[src/design/dlef_pkg.sv]
// Shared types, register codes, reset values and saturation helper for the echo filter.
package dlef_pkg;

    localparam int SAMPLE_W = 12;
    localparam int GAIN_W   = 16;
    localparam int LEN_W    = 14;
    localparam int DATA_W   = 16;
    localparam int APB_AW   = 4;
    localparam int APB_DW   = 32;

    localparam logic [GAIN_W-1:0]   FB_GAIN_RST    = 16'd45875;
    localparam logic [GAIN_W-1:0]   OUT_GAIN_RST   = 16'd33423;
    localparam logic [SAMPLE_W-1:0] MID_OFFSET_RST = 12'd2047;
    localparam logic [LEN_W-1:0]    DELAY_LEN_RST  = 14'd5000;

    typedef enum logic [1:0] {
        REG_FB_GAIN    = 2'd0,
        REG_OUT_GAIN   = 2'd1,
        REG_MID_OFFSET = 2'd2,
        REG_DELAY_LEN  = 2'd3
    } reg_idx_t;

    typedef struct packed {
        logic [GAIN_W-1:0]   feedback_gain;
        logic [GAIN_W-1:0]   output_gain;
        logic [SAMPLE_W-1:0] mid_offset;
        logic [LEN_W-1:0]    delay_length;
    } dlef_cfg_t;

    // Clamp an 18-bit signed value into signed 16 bits.
    function automatic logic signed [DATA_W-1:0] sat16(input logic signed [17:0] v);
        logic signed [DATA_W-1:0] r;
        if (v > 18'sd32767) begin
            r = 16'sh7FFF;
        end else if (v < -18'sd32768) begin
            r = 16'sh8000;
        end else begin
            r = v[DATA_W-1:0];
        end
        return r;
    endfunction

endpackage

[src/design/dlef_apb.sv]
// APB register file holding the filter configuration.
module dlef_apb import dlef_pkg::*; (
    input  logic              aclk,
    input  logic              aresetn,
    input  logic              psel,
    input  logic              penable,
    input  logic              pwrite,
    input  logic [APB_AW-1:0] paddr,
    input  logic [APB_DW-1:0] pwdata,
    output logic [APB_DW-1:0] prdata,
    output logic              pready,
    output dlef_cfg_t         cfg
);

    dlef_cfg_t cfg_reg;
    reg_idx_t  reg_idx;
    logic      wr_en;

    assign pready  = 1'b1;
    assign reg_idx = reg_idx_t'(paddr[3:2]);
    assign wr_en   = psel && penable && pwrite && pready;
    assign cfg     = cfg_reg;

    always_ff @(posedge aclk) begin
        if (!aresetn) begin
            cfg_reg.feedback_gain <= FB_GAIN_RST;
            cfg_reg.output_gain   <= OUT_GAIN_RST;
            cfg_reg.mid_offset    <= MID_OFFSET_RST;
            cfg_reg.delay_length  <= DELAY_LEN_RST;
        end else if (wr_en) begin
            case (reg_idx)
                REG_FB_GAIN:    cfg_reg.feedback_gain <= pwdata[GAIN_W-1:0];
                REG_OUT_GAIN:   cfg_reg.output_gain   <= pwdata[GAIN_W-1:0];
                REG_MID_OFFSET: cfg_reg.mid_offset    <= pwdata[SAMPLE_W-1:0];
                REG_DELAY_LEN:  cfg_reg.delay_length  <= pwdata[LEN_W-1:0];
                default: ;
            endcase
        end
    end

    always_comb begin
        case (reg_idx)
            REG_FB_GAIN:    prdata = {{(APB_DW-GAIN_W){1'b0}}, cfg_reg.feedback_gain};
            REG_OUT_GAIN:   prdata = {{(APB_DW-GAIN_W){1'b0}}, cfg_reg.output_gain};
            REG_MID_OFFSET: prdata = {{(APB_DW-SAMPLE_W){1'b0}}, cfg_reg.mid_offset};
            REG_DELAY_LEN:  prdata = {{(APB_DW-LEN_W){1'b0}}, cfg_reg.delay_length};
            default:        prdata = '0;
        endcase
    end

endmodule

[config.mk]
export PLATFORM = sky130hd
export DESIGN_NAME = dlef_apb
export DESIGN_NICKNAME = d
export VERILOG_FILES = /design/src/design/dlef_pkg.sv /design/src/design/dlef_apb.sv
export SDC_FILE = /design/constraint.sdc
export NUM_CORES = 1
export LEC_CHECK = 0
export BUFFER_PORTS_ARGS = -buffer_cell sky130_fd_sc_hd__buf_2
export CAP_MARGIN = 30
export CORE_MARGIN = 5
export CORE_UTILIZATION = 50
export DETAILED_ROUTE_END_ITERATION = 6
export PLACE_DENSITY = 0.85
export SETUP_SLACK_MARGIN = 0.5
export SLEW_MARGIN = 5
export SYNTH_ARGS = -nofsm -noshare
export SYNTH_HDL_FRONTEND = slang
export SYNTH_SLANG_ARGS = --single-unit
export TNS_END_PERCENT = 1
[constraint.sdc]
create_clock -name aclk -period 2.22 [get_ports aclk]
set_input_delay 0.444 -clock aclk [delete_from_list [all_inputs] [get_ports aclk]]
set_output_delay 0.444 -clock aclk [all_outputs]
set_load 0.1 [all_outputs]
Word-level counts from Yosys, hierarchy flattened
Cells that the tools add are included.
{"block": "op_classes", "addsub": 0, "n_mul": 0, "div_mod_pow": 0, "order_cmp": 0, "eq_ne": 3, "n_shift": 0, "muxes": 1, "n_bitwise": 0, "reduce_logical": 7}
{"op": "32-bit case mux with 4 select lines", "count": 1}
{"op": "2-bit AND reduction", "count": 4}
{"op": "2-bit equality test (second input constant)", "count": 2}
{"op": "2-bit by 1-bit equality test with 1-bit output (second input constant)", "count": 1}
{"op": "1-bit logical AND", "count": 2}
{"op": "2-bit logical NOT", "count": 1}
{"block": "totals", "regBits": 58, "latch_bits": 0, "mem_bits_rw": 0, "rom_bits": 0, "in_bits": 41, "output_inout_bits": 91, "wordCells": 15, "memories": 0}

Longest topological paths before layout
Gate-level depths: netlist (run 1).
{"block": "logic_depth", "ltp_word": 3, "mapped_depth": 6, "ltp_nobuf": 3}

Worst setup path after synthesis (run 1)
OpenSTA, ideal clock, no wires.
{"block": "synth_timing", "path_kind": "register to output", "startpoint": "register cfg_reg, in the netlist cfg[38]", "endpoint": "output port prdata[12]", "arrival_ns": 3.244, "required_ns": 1.776, "setup_slack_ns": -1.468, "stages_incl_launch_ff": 3, "path_buffers": 0, "path_cell_list": "dfxtp_1 > mux2i_1 > o21ai_0"}
{"block": "synth_between", "elab_chain_cells": 1}
{"item": "from (decl)", "line_no": "dlef_apb.sv:15", "text": "dlef_cfg_t cfg_reg;"}
{"item": "32-bit case mux with 4 select lines", "line_no": "dlef_apb.sv:42", "text": "case (reg_idx)"}
{"item": "to (decl)", "line_no": "dlef_apb.sv:10", "text": "output logic [APB_DW-1:0] prdata,"}
Every way passes these cells. The select of a mux whose other input is x is not followed.

Final worst setup path (run 1)
{"block": "layout_timing", "startpoint": "register cfg_reg, in the netlist cfg[1]", "endpoint": "output port prdata[1]"}
Same word-level chain as after synthesis.

==> key figures, run 1 <==
Logic synthesis
  – Seq cells post-synth: 58
  – Largest family of logic cells by synthesized area: multiplexers
  – Post-synthesis cell type count: 27
  – Syn Area/Cell: 9.94 um^2
  – Post-Synthesis Cells: 280
  – Post-synthesis xor/xnor area fraction: 0
  – Compound-Gate Fraction of Synth Area: 0.0580
  – Synth Cell Area: 2780 um^2
  – Post-Synth Adder-Cell Area: 0
  – Yosys warns: 0
  – Synth Area in Simple Gates: 0.138
  – Part of the Yosys area used for sequential elements: 0.417
  – Mux share of post-synthesis cell area: 0.273

Critical path
  – Worst-path maximum fanout: 3
  – Startpoint types: flop
  – Flop2flop setup slack: 1460 ps
  – Worst EP arrival: 1370 ps
  – Slowest cell on crit path: mux4_2
  – CP max stage delay: 510 ps
  – CP Cell Sequence: mux4_2 -> buf_12
  – Crit path kind: flop to output port
  – Crit path capture type: output port
  – CP required: 1780 ps

Timing
  – Crit share post-route: 0.815
  – Relative slew slack: 0.550
  – Post-Route Skew: 0 ps
  – TNS Setup: 0 ps
  – Final Setup Violations: 0
  – Tightest Pin Transition: 674 ps
  – Final Max Slew Viols: 0
  – Final Hold Vio Count: 0
  – RSZ-0062 raised after global routing: yes
  – Tmin final: 1810 ps
  – Peak Freq: 553 MHz

CTS
  – CTS tree: built
  – Hold Buf Count CTS: 0
  – H-tree levels: 3
  – Root buf cell: clkbuf_8
  – Reg clk slew, reported paths: 60 ps
  – Deepest clock path buffer count: 2
  – Clk_lat worst skew: 330 ps
  – Clk sink count: 58
  – CTS Buf Count: 9

Global routing
  – Grt ovf: 0
  – First-pass GRT wire length: 12200 um
  – Vias in the first global route: 2435
  – Largest net degree at the start of global routing: 53
  – Initial antenna violation count: 0
  – Total Routing Usage GR: 0.216

Die
  – Die H: 84.6 um
  – Num ports: 132
  – FP Rows: 27
  – Initial Utilization: 0.508
  – Core ar.: 5470 um^2
  – Die area: 7160 um^2
  – Die W: 84.6 um

Pwr
  – Sw Pwr: 0.905 mW
  – Sw Share: 0.353
  – Clock power share: 0.330
  – Peak VDD IR: 0.537 mV
  – Pleak: 1.69 nW
  – Part of the power in combinational logic: 0.252
  – Int Power: 1.66 mW
  – Pwr dens: 686 nW/um^2
  – Flop pwr share: 0.417

Finish
  – Fillcell total: 428
  – Area added between synthesis and finish: 34.4%
  – Commonest non-fill, non-tap cell in the layout: buf_2
  – Share of cells above drive strength 1: 0.537
  – Antenna Cells: 0
  – Max reg flops: 58
  – Finished Cell Area: 3740 um^2
  – Most frequent cells in the layout: buf_2, dfxtp_2, mux2i_1
  – Nets: 417

Routing
  – ANT nets after route: 0
  – Via Count: 2412
  – DRC: 0
  – Final wirelength: 7490 um
  – Starting DRT DRC Count: 128
  – Detailed Routing Iterations Pass 1: 4
  – Vias/cell: 5.34
  – Wirelength per Cell: 16.6 um

Placed design
  – Post-DP HPWL: 5390 um
  – Placer Congestion: 0.781
  – Port bufs: 96
  – DP Area: 3460 um^2

Run
  – Max Cap Viol: 0

Min path
  – Hold Crit Class: input port to flop

Status
  – Status: finished, final reports clean
## cells by family after synthesis
group,after synthesis
multiplexers,61
flip-flops,58
other,2
buffers and inverters,48
AO/OA/AOI/OAI,25
AND/OR/NAND/NOR,86
## layer usage
metal / global-route usage / routed length [um]
met1: 0.249 / 2970
met2: 0.379 / 3830
met3: 0.0589 / 533
met4: 0.0849 / 166
met5: 0 / 0
## final timing paths
check / startpoint / to / cells past startpoint
min: pwdata[12] / cfg[38] / 3
max: cfg[1] / prdata[1] / 2
min reg2reg: cfg[37] / cfg[37] / 2
max reg2reg: cfg[14] / cfg[14] / 3
## power groups by stage
stage,clock network [mW],registers (mW),logic (mW)
final,0.847,1.07,0.648
after CTS,0.861,1.07,0.649
after detailed placement,0,1.09,0.628
after global routing,0.912,1.07,0.670
after floorplan,0,1.21,0.419
after global placement,0,1.09,0.620
## Yosys cell counts
cell      instances  share of area
nor3b_2           1         0.0045
nand2_1          41          0.055
nor4b_1           1         0.0031
or3b_2            1         0.0031
buf_1             1         0.0013
clkbuf_1          8          0.011
mux2i_1          49           0.18
nor3_2            1         0.0036
buf_6             7          0.028
o21ai_0          12          0.022
nand3_2           1         0.0036
dfxtp_1          58           0.42
inv_1             8          0.011
conb_1            2         0.0027
mux4_2           12          0.097
nand3_1           2         0.0036
buf_2             6          0.011
o211ai_1         10          0.027
nor2_1           30          0.040
or2_1             1         0.0022
or3_1             1         0.0022
nor4_1            2         0.0045
a211o_1           3         0.0094
nand2b_4          1         0.0049
or2_2             1         0.0022
nor2b_1           2         0.0045
buf_4            18          0.049
## per-stage QoR
stage | worst slack (ps) | utilization | cells | total power [mW] | hold WS, ps
2_1_floorplan | 263 | - | 295 | 1.63 | 579
3_3_place_gp | 64.7 | 0.633 | 434 | 1.71 | 443
3_5_place_dp | 10.3 | 0.633 | 434 | 1.72 | 448
4_1_cts | 405 | 0.683 | 452 | 2.58 | 360
5_1_grt | 377 | 0.683 | 452 | 2.65 | 362
6_report | 410 | 0.683 | 452 | 2.57 | 364
## worst max-delay path: cells and delay by family, from the launching register on
kind / cells / cell delay (ps)
buffers and inverters: 1 / 190
flip-flops: 1 / 330
multiplexers: 1 / 510
## what timing repair did
item | 4_1_cts | 5_1_grt
setup endpoints to repair | 44 | 15
buffers inserted | 3 | 0
gates resized for setup | 25 | 0
## area by class of cell
class	count	area, um^2	share of cell area
multi-input combinational	189	1410	0.378
inverter	8	30.0	0.00803
clock inverter	3	15.0	0.00402
clock buffer	12	155	0.0415
timing repair buffer	110	801	0.214
sequential	58	1230	0.330
tap	72	90.1	0.0241
No activity file was read; power rests on OpenSTA's default activity.
==> run 2, diff against run 1 <==
CORE_UTILIZATION = 46   (was 50)
PLACE_DENSITY = 0.79   (was 0.85)
clock period = 1.69 ns   (was 2.22 ns; I/O delays follow)
==> run 2 against run 1 <==
Effect of this change: global-route usage decreased by 1.6 points; non-clock buffer count increased by 10; largest cell class unchanged; via count increased by 0.70%; die area increased by 7.6%; combinational power increased by 43%; clock skew unchanged; register-to-register slack got worse by 530 ps; final cell count increased by 3.1%; hold slack got worse by 93 ps; sequential share of layout area decreased by 4.9 points; clock power increased by 52%.
==> key figures, run 2 (synthesis gave the netlist of run 1 again) <==
Pwr
  – Int Power: 2.39 mW (+44%)
  – Clock power share: 0.358 (+0.028)
  – Pwr dens: 806 nW/um^2 (+17%)
  – Pleak: 1.95 nW (+16%)
  – Sw Pwr: 1.23 mW (+36%)
  – Sw Share: 0.341 (-0.0119)
  – Peak VDD IR: 0.568 mV (+5.8%)
  – Flop pwr share: 0.387 (-0.030)
  – Part of the power in combinational logic: 0.256 (+0.004)

Timing
  – WHS: 271 ps (-93.1 ps)
  – Final Max Slew Viols: 0 (unchanged)
  – Tmin final: 1690 ps
  – Final Setup Violations: 0 (unchanged)
  – Post-Route Skew: 0 ps (unchanged)
  – RSZ-0062 raised after global routing: yes
  – Peak Freq: 593 MHz
  – Crit share post-route: 0.998
  – Final Hold Vio Count: 0 (unchanged)
  – Worst Slack Setup Final: 3.98 ps (-406 ps)

Min path
  – Hold Crit Class: input port to flop
  – Worst hold endpoint: cfg[56]
  – WHS Path Cells: 3 (unchanged)
  – Worst Hold Launch: pwdata[14]

Finish
  – Core Util, Final: 0.763 (+0.0794)
  – Share of cells above drive strength 1: 0.570 (+0.0335)
  – Commonest non-fill, non-tap cell in the layout: dfxtp_2
  – Antenna Cells: 0 (unchanged)
  – Fillcell total: 400 (-6.5%)
  – Nets: 427 (+2.4%)
  – Most frequent cells in the layout: dfxtp_2, mux2i_1, nand2_1
  – Finished Cell Area: 4490 um^2 (+20%)
  – Max reg flops: 58 (unchanged)
  – Area added between synthesis and finish: 61.3%

CTS
  – Clk sink count: 58 (unchanged)
  – CTS Buf Count: 9 (unchanged)
  – Hold Buf Count CTS: 0 (unchanged)
  – CTS tree: built
  – Clk_lat worst skew: 320 ps (about the same)
  – Root buf cell: clkbuf_8
  – Deepest clock path buffer count: 2 (unchanged)
  – Reg clk slew, reported paths: 70 ps (about the same)
  – H-tree levels: 3 (unchanged)

Global routing
  – Vias in the first global route: 2501 (+2.7%)
  – Met3 usage: 0.0386 (-0.0203)
  – Largest net degree at the start of global routing: 31 (-42%)
  – Met2 GRT Util: 0.354 (-0.0252)
  – Grt ovf: 0 (unchanged)
  – Total Routing Usage GR: 0.200 (-0.0159)
  – First-pass GRT wire length: 12000 um (-1.7%)
  – Met1 GRT Util: 0.236 (-0.0123)
  – Initial antenna violation count: 0 (unchanged)
  – GRT busiest layer: met2

Routing
  – Wirelength per Cell: 18.0 um (+8.5%)
  – Final wirelength: 8380 um (+12%)
  – Via Count: 2429 (+0.70%)
  – ANT nets after route: 0 (unchanged)
  – Vias/cell: 5.21 (-2.3%)
  – DRC: 0 (unchanged)
  – Detailed Routing Iterations Pass 1: 4 (unchanged)
  – Starting DRT DRC Count: 137 (+7.0%)

Critical path
  – Worst-path maximum fanout: 3 (unchanged)
  – Worst r2r src: cfg[14]
  – CP required: 1350 ps (-430 ps)
  – Crit path capture type: output port
  – Crit path kind: flop to output port
  – Flop2flop setup slack: 930 ps (-530 ps)
  – Worst EP arrival: 1350 ps (-20 ps)
  – FF-to-FF path depth: 3 (unchanged)
  – Startpoint types: flop
  – R2R Path End: cfg[14]

Die
  – Num ports: 132 (unchanged)
  – Die W: 87.8 um (+3.8%)
  – Die H: 87.8 um (+3.8%)
  – Initial Utilization: 0.473 (-0.0357)
  – Die area: 7700 um^2 (+7.6%)
  – Core ar.: 5890 um^2 (+7.5%)
  – FP Rows: 28 (+3.7%)

Placed design
  – Post-DP HPWL: 5480 um (+1.7%)
  – Port bufs: 96 (unchanged)
  – Placer Congestion: 0.769 (-1.5%)
  – DP Area: 3550 um^2 (+2.5%)
  – Pre-CTS setup slack: -267 ps (-277 ps)

Status
  – Status: finished, final reports clean

Run
  – Max Cap Viol: 0 (unchanged)
run 2: critical path, cell delays in order, from the launching register on:
cell and delay (ps):
dfxtp_2 350, mux4_2 490, buf_12 190
run 2: what timing repair did:
action,CTS,global route
setup buffers,5,0
resized for setup,23,218
setup endpoints to repair,126,112
pin swaps,0,7
run 2: how the worst max path moves through the flow:
stage	from	endpoint	slack [ps]
detailed placement	paddr[3]	prdata[0]	-270
global placement	paddr[3]	prdata[3]	-240
global route	cfg[45]	prdata[3]	-30
floorplan	paddr[2]	prdata[15]	-60
finish	cfg[27]	prdata[1]	4
CTS	cfg[0]	prdata[0]	3
run 2: through the flow:
stage                     instances  setup TNS (ps)  total power, mW
after global placement          445           -3130             2.26
after CTS                       466               0             3.58
after detailed placement        445           -3590             2.27
after floorplan                 295            -408             2.13
after global routing            466            -143             3.74
final                           466               0             3.62
run 2: power groups by stage:
stage | registers [mW] | clock network, mW | logic [mW]
floorplan | 1.58 | 0 | 0.550
global placement | 1.43 | 0 | 0.828
detailed placement | 1.43 | 0 | 0.835
CTS | 1.40 | 1.31 | 0.865
global route | 1.40 | 1.38 | 0.956
finish | 1.40 | 1.29 | 0.925
run 2: routing by layer:
layer,part of all wire,vias to the layer above
met5,0,-
met4,0.018,0
met3,0.056,13
met2,0.55,93
met1,0.38,1181
li1,-,1142
run 2: cell type report:
type                    count  area (um^2)  share of cell area
clock buffers              11          151              0.0337
clock inverters             5         52.6              0.0117
inverters                   8         30.0             0.00669
multi-input cells         189         1480               0.331
flip-flops and latches     58         1260               0.281
well taps                  75         93.8              0.0209
repair buffers            120         1420               0.315
==> run 3, diff against run 2 <==
CORE_MARGIN = 2   (was 5)
RECOVER_POWER = 50   (was unset)
==> run 3 against run 2 <==
Effect of this change: wire length down 1.4%; first-iteration DRC count grew 34%; total power up 1.5%; highest routed layer unchanged; the flow now finishes with violations (negative setup slack); final cell count up 0.43%; fmax down 2.1%; register-to-register slack got worse by 50 ps; clock skew stayed put; non-clock buffer count increased by 2.
==> key figures, run 3 (synthesis gave the netlist of run 1 again) <==
CTS
  – CTS Buf Count: 9 (unchanged)
  – Reg clk slew, reported paths: 70 ps (about the same)
  – Hold Buf Count CTS: 0 (unchanged)
  – Root buf cell: clkbuf_8
  – Clk_lat worst skew: 330 ps (about the same)
  – Clk sink count: 58 (unchanged)
  – Deepest clock path buffer count: 2 (unchanged)
  – H-tree levels: 3 (unchanged)
  – CTS tree: built

Critical path
  – Crit path kind: flop to output port
  – Crit path capture type: output port
  – Startpoint types: flop
  – CP required: 1350 ps (about the same)
  – Worst EP arrival: 1380 ps (+30 ps)
  – Worst-path maximum fanout: 3 (unchanged)

Die
  – Die W: 81.8 um (-6.8%)
  – Core ar.: 5890 um^2 (unchanged)
  – Die H: 81.8 um (-6.8%)
  – Initial Utilization: 0.473 (unchanged)
  – Num ports: 132 (unchanged)
  – Die area: 6690 um^2 (-13%)
  – FP Rows: 28 (unchanged)

Status
  – Status: complete, but fails checks
  – Failing checks: negative setup slack

Pwr
  – Sw Share: 0.339 (-0.00149)
  – Pleak: 1.89 nW (-3.0%)
  – Pwr dens: 845 nW/um^2 (+4.8%)
  – Sw Pwr: 1.25 mW (+1.1%)
  – Part of the power in combinational logic: 0.250 (-0.006)
  – Int Power: 2.43 mW (+1.8%)
  – Flop pwr share: 0.381 (-0.006)
  – Clock power share: 0.369 (+0.011)
  – Peak VDD IR: 0.680 mV (+20%)

Routing
  – Detailed Routing Iterations Pass 1: 4 (unchanged)
  – DRC: 0 (unchanged)
  – Via Count: 2468 (+1.6%)
  – Starting DRT DRC Count: 184 (+34%)
  – Vias/cell: 5.27 (+1.2%)
  – Wirelength per Cell: 17.7 um (-1.9%)
  – Final wirelength: 8260 um (-1.4%)
  – ANT nets after route: 0 (unchanged)

Timing
  – WHS: 253 ps (-18.2 ps)
  – Final Hold Vio Count: 0 (unchanged)
  – Tmin final: 1720 ps (+36.9 ps)
  – Crit share post-route: 1.02 (+0.0218)
  – RSZ-0062 raised after global routing: yes
  – Final Setup Violations: 2 (+2)
  – Peak Freq: 580 MHz (-2.1%)
  – Tightest Pin Transition: 953 ps
  – TNS Setup: -40.5 ps (-40.5 ps)
  – Post-Route Skew: 0 ps (unchanged)
  – Worst Slack Setup Final: -32.9 ps (-36.9 ps)
  – Relative slew slack: 0.365
  – Final Max Slew Viols: 0 (unchanged)

Placed design
  – Post-DP HPWL: 5220 um (-4.7%)
  – Placer Congestion: 0.792 (+2.9%)
  – Port bufs: 96 (unchanged)
  – Pre-CTS setup slack: -257 ps (+9.66 ps)
  – Dpl cells: 448 (+0.67%)

Global routing
  – Largest net degree at the start of global routing: 30 (-3.2%)
  – Initial antenna violation count: 0 (unchanged)
  – Total Routing Usage GR: 0.235 (+0.0344)
  – Grt ovf: 0 (unchanged)
  – Vias in the first global route: 2404 (-3.9%)
  – First-pass GRT wire length: 11700 um (-3.0%)

Finish
  – Max reg flops: 58 (unchanged)
  – Most frequent cells in the layout: dfxtp_2, mux2i_1, nand2_1
  – Area added between synthesis and finish: 56.2%
  – Commonest non-fill, non-tap cell in the layout: dfxtp_2
  – FF/Latch Area: 1260 um^2 (-0.20%)
  – Share of cells above drive strength 1: 0.542 (-0.0283)
  – Nets: 429 (+0.47%)
  – Fillcell total: 408 (+2.0%)
  – Core Util, Final: 0.739 (-0.0238)
  – Antenna Cells: 0 (unchanged)
  – Final std cells w/o fill: 468 (+0.43%)
  – Multi-input logic area: 1450 um^2 (-2.5%)

Min path
  – Hold Crit Class: input port to flop

Run
  – Max Cap Viol: 0 (unchanged)
[run 3: power by group through the flow]
stage               clock network [mW]  registers [mW]  logic [mW]
floorplan                            0            1.58       0.550
global placement                     0            1.43       0.834
detailed placement                   0            1.43       0.840
CTS                               1.36            1.40       0.868
global route                      1.42            1.40       0.950
finish                            1.35            1.40       0.919
[run 3: per-stage QoR]
step	total power [mW]	cell area, um^2
2_1_floorplan	2.13	2980
3_3_place_gp	2.26	3580
3_5_place_dp	2.27	3580
4_1_cts	3.63	3900
5_1_grt	3.77	4350
6_report	3.67	4350
[run 3: metal layers]
layer / vias up / track usage / wire length, um
met5: - / 0 / 0
met4: 0 / 0.110 / 241
met3: 20 / 0.0418 / 394
met2: 93 / 0.394 / 4330
met1: 1213 / 0.292 / 3300
li1: 1142 / - / -
[run 3: area by class of cell]
class | instances | share of cell area
clock inverters | 5 | 0.0115
clock buffers | 11 | 0.0374
inverters | 8 | 0.00691
well taps | 75 | 0.0216
flip-flops and latches | 58 | 0.289
repair buffers | 122 | 0.300
multi-input cells | 189 | 0.333
[run 3: critical path: stages (launching register included)]
cell     delay [ps]
dfxtp_2         330
mux4_2          510
buf_8           200
[run 3: what timing repair did]
action	4_1_cts	5_1_grt
buffers inserted	4	0
pin swaps	0	5
resized for setup	22	204
setup endpoints to repair	132	132
endpoints found under the hold margin	0	0
[run 3: worst paths after layout]
path	startpoint	endpoint	slack (ps)	depth (start not counted)
setup / recovery	cfg[8]	prdata[8]	-30	2
hold / removal	pwdata[14]	cfg[56]	250	3
setup reg to reg	cfg[41]	cfg[41]	880	2
hold reg to reg	cfg[11]	cfg[11]	470	2
